[config.mk]
export PLATFORM = sky130hd
export DESIGN_NAME = omr_table
export DESIGN_NICKNAME = d
export VERILOG_FILES = /design/src/sv/omr_pkg.sv /design/src/sv/omr_table.sv
export SDC_FILE = /design/constraint.sdc
export NUM_CORES = 2
export LEC_CHECK = 0
export ABC_AREA = 1
export BUFFER_PORTS_ARGS = -buffer_cell sky130_fd_sc_hd__buf_2
export CAP_MARGIN = 20
export CORE_UTILIZATION = 55
export CTS_CLUSTER_SIZE = 40
export DETAILED_ROUTE_END_ITERATION = 8
export PLACE_DENSITY = 0.71
export SLEW_MARGIN = 10
export SYNTH_ARGS = -nofsm -noshare
export SYNTH_HDL_FRONTEND = slang
export SYNTH_SLANG_ARGS = --single-unit
export TNS_END_PERCENT = 50
[constraint.sdc]
create_clock -name clk_i -period 32.7 [get_ports clk_i]
set_input_delay 3.27 -clock clk_i [delete_from_list [all_inputs] [get_ports clk_i]]
set_output_delay 3.27 -clock clk_i [all_outputs]
set_load 0.05 [all_outputs]
[src/sv/omr_pkg.sv]
// Shared types and constants for the OSC message relay router.
// No dependencies.
`default_nettype none
package omr_pkg;

  typedef enum logic [2:0] {
    OUT_MALFORMED = 3'd0,
    OUT_UNMATCHED = 3'd1,
    OUT_RELAY     = 3'd2,
    OUT_ALL       = 3'd3,
    OUT_SYSTEM    = 3'd4
  } outcome_e;

  typedef enum logic {
    MODE_PACKET = 1'b0,
    MODE_TABLE  = 1'b1
  } mode_e;

  typedef struct packed {
    mode_e      mode;
    logic [7:0] byte_value;
    logic       last_byte;
    logic [2:0] table_relay;
    logic [5:0] table_pos;
  } in_word_t;

  typedef struct packed {
    outcome_e    outcome;
    logic [2:0]  relay_index;
    logic        relay_state;
    logic        system_reboot;
    logic [7:0]  type_tag;
    logic [31:0] value_word;
    logic        value_present;
    logic [5:0]  address_length;
  } out_word_t;

  // table write request toward the address memory
  typedef struct packed {
    logic       en;
    logic [2:0] relay;
    logic [7:0] row;
    logic [7:0] data;
  } tbl_wr_t;

  localparam logic [7:0] CH_COMMA = 8'h2C;
  localparam logic [7:0] CH_T     = 8'h54;
  localparam logic [7:0] CH_F     = 8'h46;
  localparam logic [7:0] CH_I     = 8'h69;
  localparam logic [7:0] CH_FLT   = 8'h66;

  localparam int unsigned AP_LEN       = 3;
  localparam int unsigned REBOOT_LEN   = 7;
  localparam int unsigned RELAYALL_LEN = 10;
  localparam int unsigned MIN_PACKET   = 8;

  localparam logic [7:0] STR_AP [16] = '{
    8'h2F, 8'h61, 8'h70, 8'h00, 8'h00, 8'h00, 8'h00, 8'h00,
    8'h00, 8'h00, 8'h00, 8'h00, 8'h00, 8'h00, 8'h00, 8'h00};
  localparam logic [7:0] STR_REBOOT [16] = '{
    8'h2F, 8'h72, 8'h65, 8'h62, 8'h6F, 8'h6F, 8'h74, 8'h00,
    8'h00, 8'h00, 8'h00, 8'h00, 8'h00, 8'h00, 8'h00, 8'h00};
  localparam logic [7:0] STR_RELAYALL [16] = '{
    8'h2F, 8'h72, 8'h65, 8'h6C, 8'h61, 8'h79, 8'h2F, 8'h61,
    8'h6C, 8'h6C, 8'h00, 8'h00, 8'h00, 8'h00, 8'h00, 8'h00};

endpackage
`default_nettype wire

[src/sv/omr_table.sv]
// Relay address memory: one row per character position, one byte lane per relay.
// Clears itself after reset. Depends on omr_pkg.
`default_nettype none
module omr_table #(
  parameter int unsigned RELAY_COUNT = 8,
  parameter int unsigned ADDR_MAX    = 64
) (
  input  wire                                  clk_i,
  input  wire                                  rst_ni,
  input  wire  omr_pkg::tbl_wr_t               wr_i,
  input  wire                                  rd_en_i,
  input  wire  [$clog2(ADDR_MAX)-1:0]          rd_addr_i,
  output logic [RELAY_COUNT*8-1:0]             rd_data_o,
  output logic                                 busy_o
);
  import omr_pkg::*;

  localparam int unsigned AW = $clog2(ADDR_MAX);
  localparam int unsigned RW = RELAY_COUNT * 8;

  logic [RW-1:0] mem [ADDR_MAX];
  logic          clr_q, clr_d;
  logic [AW-1:0] clr_row_q, clr_row_d;

  always_comb begin
    clr_d     = clr_q;
    clr_row_d = clr_row_q;
    if (clr_q) begin
      clr_row_d = clr_row_q + AW'(1);
      if (32'(clr_row_q) == ADDR_MAX - 1) begin
        clr_d = 1'b0;
      end
    end
  end

  always_ff @(posedge clk_i or negedge rst_ni) begin
    if (!rst_ni) begin
      clr_q     <= 1'b1;
      clr_row_q <= '0;
    end else begin
      clr_q     <= clr_d;
      clr_row_q <= clr_row_d;
    end
  end

  always_ff @(posedge clk_i) begin
    if (clr_q) begin
      mem[clr_row_q] <= '0;
    end else if (wr_i.en) begin
      for (int l = 0; l < RELAY_COUNT; l++) begin
        if (32'(wr_i.relay) == l) begin
          mem[AW'(wr_i.row)][l*8 +: 8] <= wr_i.data;
        end
      end
    end
  end

  always_ff @(posedge clk_i) begin
    if (rd_en_i) begin
      rd_data_o <= mem[rd_addr_i];
    end
  end

  assign busy_o = clr_q;

endmodule
`default_nettype wire

==> flow_metrics.tcl <==
set metrics [dict create \
    clockBufferDepth 4 \
    endpoint_kind "flop" \
    hold_start "clr_row_q[5]" \
    crit_arrival_ns 9.30 \
    cpMaxStageDelayCell "buf_4" \
    path_clk_slew_ns 0.06 \
    dpl.cell_count 17371 \
    start_util_pct 55.2 \
    place.gp.congestion 0.853 \
    placed_area_sq_um 171000 \
    power_frac_seq_pct 53.0 \
    drc 0 \
    root_buffer "clkbuf_16" \
    clk_latency_ns 0.93 \
    worst_pin_slew_ns 1.31 \
    clock_skew_ns 0.0448 \
    gr-max-usage-layer "met2" \
    fin_crit_ns 8.54 \
    cpPeakStageDelay_ns 0.90 \
    synth_edf_count 4160 \
    ys_ff_latch 4167 \
    crit_chain "buf_12, inv_8, buf_4, buf_4, buf_4, buf_4, nand2_1, nand3_1, nand3_1, nand3_1, nand3_1, nand2_1, nand2_1, nand2_1" \
    p_int_mw 8.67 \
    grt_pass1_vias 101448 \
    switching_share_pct 22.1 \
    outcome "completed" \
    fin_util_pct 60.7 \
    p_leak_nw 66.7 \
    io_buffers 91 \
    cts_resized 0 \
    final_cells 18102 \
    fp-row-count 202 \
    nets 13827 \
    wl_per_cell_microns 24.3 \
    viasPerCell 6.03 \
    r2r_start "busy_o" \
    grtUsageTotal_pct 28.2 \
    syn_nets 14085 \
    grt.met2_usage_pct 43.7 \
    io-pin-count 94 \
    syn2layout_area_growth_pct 9.95 \
    floorplan.die_area_sq_um 306000 \
    dr.pass1.iters 6 \
    max_freq_ghz 0.117 \
    drive_above_1_share_pct 6.32 \
    path_class "in -> reg" \
    maxSlewViolCount 0 \
    chipHeight_microns 553 \
    num_vias 109098 \
    ys.flop_type "edfxtp_1" \
    rsz0062_at_grt "no" \
    relSlewSlack_pct 12.2 \
    hp-class "reg -> reg" \
    grt_pass1_wl_microns 649000 \
    synthesis.area_sq_um 167000 \
    core_sq_um 303000 \
    overflow 0 \
    finalSetupTns_ns 0 \
    htree_levels 5 \
    ant_nets 0 \
    antenna_found_initial 8 \
    cp-startpoint "rd_addr_i[0]" \
    tritoncts "built" \
    required_ns 33.46 \
    ys_warn_count 0 \
    dp_hpwl_microns 246000 \
    finalCritPeriodShare_pct 26.1 \
    power_switching_mw 2.45 \
    clock_sinks 4167 \
    seq_area_frac_synth_pct 74.8 \
    synth.avg_cell_area_sq_um 11.9 \
    powerDensity_nw_per_um2 60.5 \
    async_flop_share_pct 0.168 \
    drt-initial-drc-count 14828 \
    grt_max_degree 210 \
    postCtsSetupBuffers 0 \
    finalSetupViolCount 0 \
    ctsHoldBuffers 0 \
    final_area_sq_um 184000 \
    synth_cells 14055 \
    critPathMaxFanout 152 \
    die_w_microns 553 \
    numCtsBuffers 400 \
    hold_viol_final 0 \
    ys_types 24 \
    start_kind "input pin" \
    peakVddDrop_uv 54.5 \
    gr-usage-met3_pct 4.59 \
    drv_cap 0 \
    clkPwrFrac_pct 41.4 \
    totalWireLength_microns 440000 \
    use_met1_pct 39.9 \
    p_comb_share_pct 5.7 \
]
-- cells in the mapped netlist, types with 2 or more instances --
library cell	number	share of area [%]
o41ai_1	3	0.016
edfxtp_1	4160	75
buf_2	96	0.29
inv_1	26	0.058
o21ai_1	2	0.0060
nor2_1	525	1.2
nor2_4	2	0.013
nand2_1	4501	10
xor2_1	5	0.026
o21ai_0	3	0.0090
clkbuf_1	695	1.6
nand3_1	3843	11
nor2_2	12	0.045
inv_2	12	0.027
buf_1	154	0.35
dfrtp_1	6	0.090
a31oi_1	3	0.011
-- power groups by stage --
stage	Sequential, mW	Combinational, mW	Clock (mW)
2_1_floorplan	6.08	0.349	0
3_3_place_gp	6.01	0.605	0
3_5_place_dp	6.01	0.614	0
4_1_cts	5.89	0.617	4.62
5_1_grt	5.89	0.667	4.82
6_report	5.89	0.629	4.60
-- cell families after synthesis --
kind of cell / Yosys count / synth area share (%)
and+or+nand+nor: 8885 / 22.8
DFF: 4167 / 74.8
buffers and inverters: 983 / 2.28
AOI/OAI and AO/OA: 14 / 0.0621
xor gates and xnor gates: 5 / 0.0262
adders and majority gates: 1 / 0.00748
-- flip-flops by register name (all words and copies together) (netlist names) --
name,count
mem,4096
rd_data_o,64
clr_row_q,6
busy_o,1
-- area by class of cell --
class | count | area [sq um]
antenna | 8 | 20.0
clock buffer | 480 | 10600
clock inverter | 241 | 2340
fill | 22640 | 119000
inverter | 38 | 179
multi-input combinational | 8905 | 38500
sequential | 4167 | 125000
tap | 3978 | 4980
timing repair buffer | 285 | 2270
-- metal layers --
metal	wire (microns)	part of all wire, %
met2	204000	46
met3	45400	10
met4	20000	4.5
met1	170000	39
met5	29	0.0066
-- critical path: cells and delay by family --
family,cells,cell delay (ns)
buffers and inverters,6,4.30
AND/OR/NAND/NOR,8,1.28
-- through the flow --
step           total power, mW  hold WS, ns  setup WS (ns)
4_1_cts                   11.1        0.424          24.41
6_report                  11.1        0.425          24.16
3_5_place_dp              6.62        0.415          23.46
3_3_place_gp              6.61        0.420          23.45
2_1_floorplan             6.43        0.404          14.65
5_1_grt                   11.4        0.461          24.09
-- path summary, 6_finish.rpt --
path	endpoint	slack [ns]	cells past startpoint
max	rd_data_o[40]	24.16	14
min	busy_o	0.42	1
max reg2reg	mem[33][8]	27.66	9
min reg2reg	busy_o	0.42	1
max in group asynchronous	busy_o	30.29	1
min in group asynchronous	clr_row_q[0]	2.18	1
-- placed cells by master, fill, tap and decap left out, types with 5 or more instances in the layout --
cell type	n
buf_4	169
inv_2	8
nor2_2	12
clkinv_4	5
inv_6	7
buf_2	85
clkinv_1	89
clkinv_2	82
clkbuf_16	410
nand3_1	3843
clkinvlp_4	12
edfxtp_1	4160
inv_1	24
nor2_4	10
buf_8	6
bufinv_16	46
diode_2	8
nor2_1	517
nand2_1	4501
clkbuf_1	67
xor2_1	5
dfrtp_1	6
buf_12	20
(Power assumes the default switching activity.)
